**src/l2_vector_normalizer_defines.svh**
```systemverilog
// assertion macros of the vector normaliser rtl
`ifndef L2_VECTOR_NORMALIZER_DEFINES_SVH
`define L2_VECTOR_NORMALIZER_DEFINES_SVH

// same-cycle implication, checked on every rising clock edge outside reset
`define L2VN_ASSERT_IMP(lbl, ante, cons, msg) \
  lbl: assert property (@(posedge clk_i) disable iff (!rst_ni) (ante) |-> (cons)) \
    else $error(msg);

// next-cycle implication
`define L2VN_ASSERT_NXT(lbl, ante, cons, msg) \
  lbl: assert property (@(posedge clk_i) disable iff (!rst_ni) (ante) |=> (cons)) \
    else $error(msg);

`endif

```
**src/l2vn_pkg.sv**
```systemverilog
// shared types and codes of the vector normaliser
`default_nettype none

package l2vn_pkg;

  // item kinds carried in the input tuser
  localparam logic OP_PUSH = 1'b0;
  localparam logic OP_PULL = 1'b1;

  // result status carried in the output tuser
  localparam logic STATUS_OK        = 1'b0;
  localparam logic STATUS_NOT_READY = 1'b1;

  // configuration register map
  localparam int unsigned CFG_IDX_W  = 1;
  localparam int unsigned CFG_DATA_W = 11;
  localparam logic [CFG_IDX_W-1:0] REG_ENABLE = 1'b0;
  localparam logic [CFG_IDX_W-1:0] REG_LENGTH = 1'b1;

  localparam logic                  ENABLE_RESET = 1'b1;
  localparam logic [CFG_DATA_W-1:0] LENGTH_RESET = 11'd1024;

  // scaler status towards the controller
  typedef struct packed {
    logic busy;
    logic done;
  } scl_stat_t;

endpackage

`default_nettype wire

```
**src/l2vn_scaler.sv**
```systemverilog
// iterative element scaler: square, restoring divide, then digit-by-digit square root
`default_nettype none

module l2vn_scaler
  import l2vn_pkg::*;
#(
  parameter int unsigned ELEM_WIDTH = 16,
  parameter int unsigned SUM_W      = 41
) (
  input  wire logic                  clk_i,
  input  wire logic                  rst_ni,
  input  wire logic                  start_i,
  input  wire logic [ELEM_WIDTH-1:0] elem_i,
  input  wire logic [SUM_W-1:0]      sum_i,
  output scl_stat_t                  stat_o,
  output logic      [ELEM_WIDTH-1:0] result_o
);

  localparam int unsigned W  = ELEM_WIDTH;
  localparam int unsigned QW = 2 * W - 1;
  localparam int unsigned CW = $clog2(2 * W);

  typedef enum logic [4:0] {
    SC_IDLE = 5'b00001,
    SC_MUL  = 5'b00010,
    SC_DIV  = 5'b00100,
    SC_SQRT = 5'b01000,
    SC_FIN  = 5'b10000
  } scl_state_e;

  scl_state_e st_q, st_d;
  logic [CW-1:0] cnt_q, cnt_d;

  logic          neg_q, neg_d;
  logic [W-1:0]  mag_q, mag_d;
  logic [SUM_W:0] rem_q, rem_d;
  logic [QW-1:0] quo_q, quo_d;
  logic [2*W-1:0] op_q, op_d;
  logic [W:0]    srem_q, srem_d;
  logic [W-1:0]  root_q, root_d;

  logic [2*W-1:0]   mag_sq;
  logic [SUM_W:0]   div_r;
  logic             div_ge;
  logic [W+2:0]     sq_n;
  logic [W+2:0]     sq_trial;
  logic             sq_ge;
  logic [W+2:0]     sq_r;
  logic [W:0]       round_sum;
  logic [W-1:0]     round_mag;

  // full-width square of the magnitude
  assign mag_sq = mag_q * mag_q;

  // divide step: compare, subtract, shift
  assign div_ge = rem_q >= {1'b0, sum_i};
  assign div_r  = div_ge ? (rem_q - {1'b0, sum_i}) : rem_q;

  // root step on the next bit pair
  assign sq_n     = {srem_q, op_q[2*W-1:2*W-2]};
  assign sq_trial = {1'b0, root_q, 2'b01};
  assign sq_ge    = sq_n >= sq_trial;
  assign sq_r     = sq_ge ? (sq_n - sq_trial) : sq_n;

  // round to nearest and restore the sign
  assign round_sum = {1'b0, root_q} + {{W{1'b0}}, 1'b1};
  assign round_mag = round_sum[W:1];
  assign result_o  = neg_q ? (~round_mag + {{(W-1){1'b0}}, 1'b1}) : round_mag;

  assign stat_o.busy = (st_q != SC_IDLE);
  assign stat_o.done = (st_q == SC_FIN);

  // sequencer
  always_comb begin
    st_d   = st_q;
    cnt_d  = cnt_q;
    neg_d  = neg_q;
    mag_d  = mag_q;
    rem_d  = rem_q;
    quo_d  = quo_q;
    op_d   = op_q;
    srem_d = srem_q;
    root_d = root_q;
    unique case (st_q)
      SC_IDLE: begin
        if (start_i) begin
          neg_d = elem_i[W-1];
          mag_d = elem_i[W-1] ? (~elem_i + {{(W-1){1'b0}}, 1'b1}) : elem_i;
          st_d  = SC_MUL;
        end
      end
      SC_MUL: begin
        rem_d = (SUM_W + 1)'(mag_sq);
        quo_d = '0;
        cnt_d = CW'(QW - 1);
        st_d  = SC_DIV;
      end
      SC_DIV: begin
        rem_d = {div_r[SUM_W-1:0], 1'b0};
        quo_d = {quo_q[QW-2:0], div_ge};
        if (cnt_q == '0) begin
          op_d   = {1'b0, quo_q[QW-2:0], div_ge};
          srem_d = '0;
          root_d = '0;
          cnt_d  = CW'(W - 1);
          st_d   = SC_SQRT;
        end else begin
          cnt_d = cnt_q - 1'b1;
        end
      end
      SC_SQRT: begin
        srem_d = sq_r[W:0];
        root_d = {root_q[W-2:0], sq_ge};
        op_d   = {op_q[2*W-3:0], 2'b00};
        if (cnt_q == '0) begin
          st_d = SC_FIN;
        end else begin
          cnt_d = cnt_q - 1'b1;
        end
      end
      SC_FIN: begin
        st_d = SC_IDLE;
      end
      default: begin
        st_d = SC_IDLE;
      end
    endcase
  end

  // control state
  always_ff @(posedge clk_i or negedge rst_ni) begin
    if (!rst_ni) begin
      st_q  <= SC_IDLE;
      cnt_q <= '0;
    end else begin
      st_q  <= st_d;
      cnt_q <= cnt_d;
    end
  end

  // datapath registers
  always_ff @(posedge clk_i) begin
    neg_q  <= neg_d;
    mag_q  <= mag_d;
    rem_q  <= rem_d;
    quo_q  <= quo_d;
    op_q   <= op_d;
    srem_q <= srem_d;
    root_q <= root_d;
  end

endmodule

`default_nettype wire

```
**config.mk**
```make
export PLATFORM = sky130hd
export DESIGN_NAME = l2vn_scaler
export DESIGN_NICKNAME = d
export VERILOG_FILES = /design/src/l2_vector_normalizer_defines.svh /design/src/l2vn_pkg.sv /design/src/l2vn_scaler.sv
export SDC_FILE = /design/constraint.sdc
export NUM_CORES = 1
export LEC_CHECK = 0
export ABC_AREA = 1
export BUFFER_PORTS_ARGS = -buffer_cell sky130_fd_sc_hd__buf_2
export CORE_MARGIN = 5
export CORE_UTILIZATION = 35
export DETAILED_ROUTE_END_ITERATION = 12
export HOLD_SLACK_MARGIN = 0.08
export MAX_ROUTING_LAYER = met4
export PLACE_DENSITY = 0.47
export RECOVER_POWER = 50
export SYNTH_ARGS = -nofsm -noshare
export SYNTH_HDL_FRONTEND = slang
export SYNTH_SLANG_ARGS = --single-unit
```
**constraint.sdc**
```tcl
create_clock -name clk_i -period 7.8 [get_ports clk_i]
set_clock_uncertainty 0.05 [all_clocks]
set_input_delay 0 -clock clk_i [delete_from_list [all_inputs] [get_ports clk_i]]
set_output_delay 0 -clock clk_i [all_outputs]
set_load 0.02 [all_outputs]
```
# [After elaboration in Yosys (flattened, before gate mapping)]
# Cells that the tools add are included.
[classes] addsub=6 mul=1 n_div=0 order_cmp=2 n_eq_ne=10 shifts=0 muxes=19 bitwise=2 reduce_logical=8
[op_table] cell="$pmux 42 s2" count=1
[op_table] cell="$pmux 32 s2" count=1
[op_table] cell="$pmux 30 s2" count=1
[op_table] cell="$ge 42x41->1" count=1
[op_table] cell="$mux 41" count=1
[op_table] cell="$sub 41x41->41" count=1
[op_table] cell="$mux 17" count=2
[op_table] cell="$pmux 17 s2" count=1
[op_table] cell="$add 16x1->16 const B" count=2
[op_table] cell="$mul 16x16->32" count=1
[op_table] cell="$mux 16" count=2
[op_table] cell="$mux 32" count=1
[op_table] cell="$not 16->16" count=2
[op_table] cell="$pmux 16 s2" count=1
[op_table] cell="$mux 5" count=5
[op_table] cell="$pmux 5 s4" count=1
[op_table] cell="$ge 19x18->1" count=1
[op_table] cell="$add 16x1->17 const B" count=1
[op_table] cell="$sub 17x17->17" count=1
[op_table] cell="$mux 15" count=1
[op_table] cell="$pmux 5 s3" count=1
[op_table] cell="$ne 2x2->1 const B" count=4
[op_table] cell="$reduce_and 2->1" count=3
[op_table] cell="$eq 5x1->1 const B" count=1
[op_table] cell="10 further kinds" count=11
[totals] ff_bits=164 latch_bits=0 ramBits=0 rom_bits=0 n_memories=0

# [Longest topological paths before layout]
[logic_depth] ltp_word=4 mapped_depth=28 depth_no_buf=26

# [Least setup slack after synthesis]
# Ideal clock, no wire load.
[synth_timing] path_kind="reg2reg" startpoint="register mag_q[1]" endpoint="register rem_q[17], data pin" setup_ns=0.254 arrival_ns=5.427 slack_ns=2.069 path_stages_with_launch=27 path_cell_list="edfxtp_1 clkbuf_1 buf_1 nand2_1 inv_1 fa_1 inv_1 fa_1 inv_1 fa_1 inv_1 fa_1 inv_1 fa_1 inv_1 fa_1 inv_1 ha_1 nand2_1 inv_1 a21oi_1 nand3_1 nand2_1 nand2_1 or2_2 nand3_1 nand2_1"
[synth_between] elab_chain_len=2
[synth_rtl] element="start, declared" line_no="l2vn_scaler.sv:35" rtl="logic [W-1:0] mag_q, mag_d;"
[synth_rtl] element="start signal, assigned" line_no="l2vn_scaler.sv:144" rtl="mag_q <= mag_d;"
[synth_rtl] element="$mul 16x16->32" line_no="l2vn_scaler.sv:53" rtl="assign mag_sq = mag_q * mag_q;"
[synth_rtl] element="$pmux 42 s2" line_no="l2vn_scaler.sv:84" rtl="unique case (st_q)"
[synth_rtl] element="named net rem_d[17]" line_no="l2vn_scaler.sv:36" rtl="logic [SUM_W:0] rem_q, rem_d;"
[synth_rtl] element="end signal, assigned" line_no="l2vn_scaler.sv:145" rtl="rem_q <= rem_d;"
[synth_rtl] element="end, declared" line_no="l2vn_scaler.sv:36"
# The timed path passes the listed nets, and every way through them passes these cells.
# A chain may end at the register's enable or synchronous reset.

# [Worst setup path in the final report]
[layout_timing] startpoint="register mag_q[6]" endpoint="register rem_q[21], data pin"
# Same word-level chain as after synthesis.

==> results.cfg <==
[timing]
relSlewSlack_pct = -90.8
setup_viol = 0
fin_hold_ws_ns = 0.113
finalHoldViolations = 0
fin_setup_tns_ns = 0
grt_setup_unrepaired = no
worst_slew_pin_slew_ns = 2.86
layout_setup_ws_ns = 1.35
min_period_ns = 6.45
timing.final.crit_share_pct = 82.7
max_freq_mhz = 155
slew_violations = 253

[place]
hpwl_um = 45200
gp_congestion = 0.898
portBuffers = 77
dp_cells = 3637
dp_slack_ns = 1.44

[cts]
worstSkewPairLatency_ns = 0.49
clkTransAtPathRegs_ns = 0.09
cts_setup_buffers = 0
clk_path_buf_depth = 2
cts_buffers = 17
clock-sinks = 164
cts_tree = built
htreeDepth = 4
clockRootBuffer = clkbuf_16
cts_resized = 0
postCtsHoldBufs = 37

[worst_hold_path]
hold_class = in -> reg
worstHoldPathCells = 6
min_from = sum_i[39]

[routing]
route.detailed.drc = 0
vias_per_cell = 4.63
dr.first_iter.drc_count = 844
vias = 17161
postRouteWirelength_um = 55300
ant_nets = 0
wl_per_cell_um = 14.9
first_pass_iters = 5

[final_layout]
fill_cells = 6099
layout_common_cells = 793 x nand2_1, 686 x inv_1, 256 x nor2_1, 176 x nand3_1, 165 x fa_1
syn2layout_area_growth_pct = 9.95
drive_gt1_share_pct = 4.52
instances_no_fill = 3705
nNetsFinal = 3317
layout.cells.most_common = nand2_1
antenna_cells = 0

[die]
io_pins = 78
num_rows = 88
start_util_pct = 35.3
die-area_um2 = 63000
core_um2 = 57600
die_h_um = 251
die_x_um = 251

[global_route]
grt_max_degree = 77
grtUsageTotal_pct = 18.2
antenna_found_initial = 0
globalRouteOverflowTotal = 0
grt_pass1_wl_um = 90400
grt_pass1_vias = 17191

[outcome]
violations = max-capacitance violations, max-slew violations
status = finished with violations

[logic_synthesis]
async_flop_share_pct = 6.10
synth_edf_count = 154
syn_area_um2 = 20300
synth_cells = 2855
yosysWarnings = 0
syn_area_per_cell_um2 = 7.12
synth_ff_type = edfxtp_1
synthesis.nets = 3244
yosysSeqAreaShare_pct = 24.0
synth.distinct_cells = 46
ys_seq_elements = 164

[critical_path]
critPathLaunch = mag_q[6]
end_kind = flop
startpoint_type = flop
cp.arrival_ns = 6.75
crit_fanout = 16
reg2reg_from = mag_q[6]
crit_required_ns = 8.10
rr_worst_depth = 22
critPathKind = reg -> reg

[flow_run]
maxCapViolations = 4
[synthesized netlist by cell type (2+ instances only)]
master / count / share of area (%)
nand2_1: 794 / 15
inv_1: 687 / 13
nor2_1: 257 / 4.7
nand3_1: 176 / 4.3
fa_1: 165 / 16
ha_1: 164 / 10
edfxtp_1: 154 / 23
o21ai_0: 100 / 2.5
a21oi_1: 91 / 2.2
clkbuf_1: 49 / 0.91
xor2_1: 41 / 1.8
nand4_1: 29 / 0.89
nor3_1: 22 / 0.54
xnor2_1: 22 / 0.95
nand3b_1: 16 / 0.59
buf_2: 11 / 0.27
or2_2: 11 / 0.34
o21bai_1: 10 / 0.37
dfrtp_1: 9 / 1.1
nor2_2: 5 / 0.15
buf_6: 4 / 0.22
o21ai_1: 4 / 0.099
a31oi_1: 3 / 0.092
inv_2: 3 / 0.055
a21boi_0: 2 / 0.074
a21o_1: 2 / 0.074
nand2_2: 2 / 0.062
nor2_4: 2 / 0.11
nor4_1: 2 / 0.062
o21a_1: 2 / 0.074
[worst max-delay path: stages, from the launching register on]
cell	delay (ns)
edfxtp_1	0.82
nand2_1	0.19
fa_1	0.53
inv_1	0.05
fa_1	0.51
inv_1	0.06
fa_1	0.47
inv_1	0.05
fa_1	0.50
fa_1	0.54
inv_1	0.05
fa_1	0.52
inv_1	0.04
ha_1	0.36
nand2_1	0.19
nor2_1	0.23
inv_1	0.08
nor2_1	0.27
nand4_1	0.25
nand3_1	0.16
xor2_1	0.14
nand2_1	0.07
nand2_1	0.15
[per-layer routing]
layer	track usage, %	vias to the layer above	part of all wire (%)
met1	25.6	7980	50
met5	-	-	0
met2	28.0	265	44
met4	4.01	0	1.8
met3	2.76	54	3.9
li1	-	8862	-
[final cells by class]
| cell class | count | area [µm²] | area share, % |
|---|---|---|---|
| Clock buffer | 17 | 425 | 1.90 |
| Timing Repair Buffer | 119 | 766 | 3.43 |
| Inverter | 690 | 2590 | 11.6 |
| Sequential cell | 164 | 4880 | 21.8 |
| Clock inverter | 14 | 166 | 0.745 |
| Multi-Input combinational cell | 1936 | 12600 | 56.2 |
| Tap cell | 765 | 957 | 4.28 |
[per-stage QoR]
| step | util, % | cell area, µm² |
|---|---|---|
| 6_report | 38.8 | 22300 |
| 5_1_grt | 38.8 | 22300 |
| 4_1_cts | 38.9 | 22400 |
| 3_5_place_dp | 37.2 | 21400 |
| 3_3_place_gp | 37.2 | 21400 |
| 2_1_floorplan | - | 20300 |
[final timing paths]
kind	slack, ns	to
min	0.11	rem_q[40]
max	1.35	rem_q[21]
min reg2reg	0.46	op_q[30]
max reg2reg	1.35	rem_q[21]
min in group asynchronous	0.55	st_q[0]
max in group asynchronous	6.30	st_q[1]
[registers in the layout, summed over array words and instances, names as in the netlist]
| signal | count |
|---|---|
| st_q | 5 |
| rem_q | 42 |
| mag_q | 16 |
| neg_q | 1 |
| quo_q | 30 |
| cnt_q | 5 |
| op_q | 32 |
| root_q | 16 |
| srem_q | 17 |
[cell families (layout without fill, tap and decap cells)]
kind of cell / Yosys count / after routing / synth area share, %
and+or+nand+nor: 1322 / 1322 / 26.9
buffers and inverters: 755 / 840 / 14.2
adders and majority gates: 329 / 329 / 26.4
AOI/OAI and AO/OA: 221 / 221 / 5.79
DFF: 164 / 164 / 24.0
xor gates and xnor gates: 63 / 63 / 2.72
muxes: 1 / 1 / 0.0554
Power is left out: the tool's default activity adds up to more than one toggle a clock period on the data nets, which glitch-free logic cannot reach.
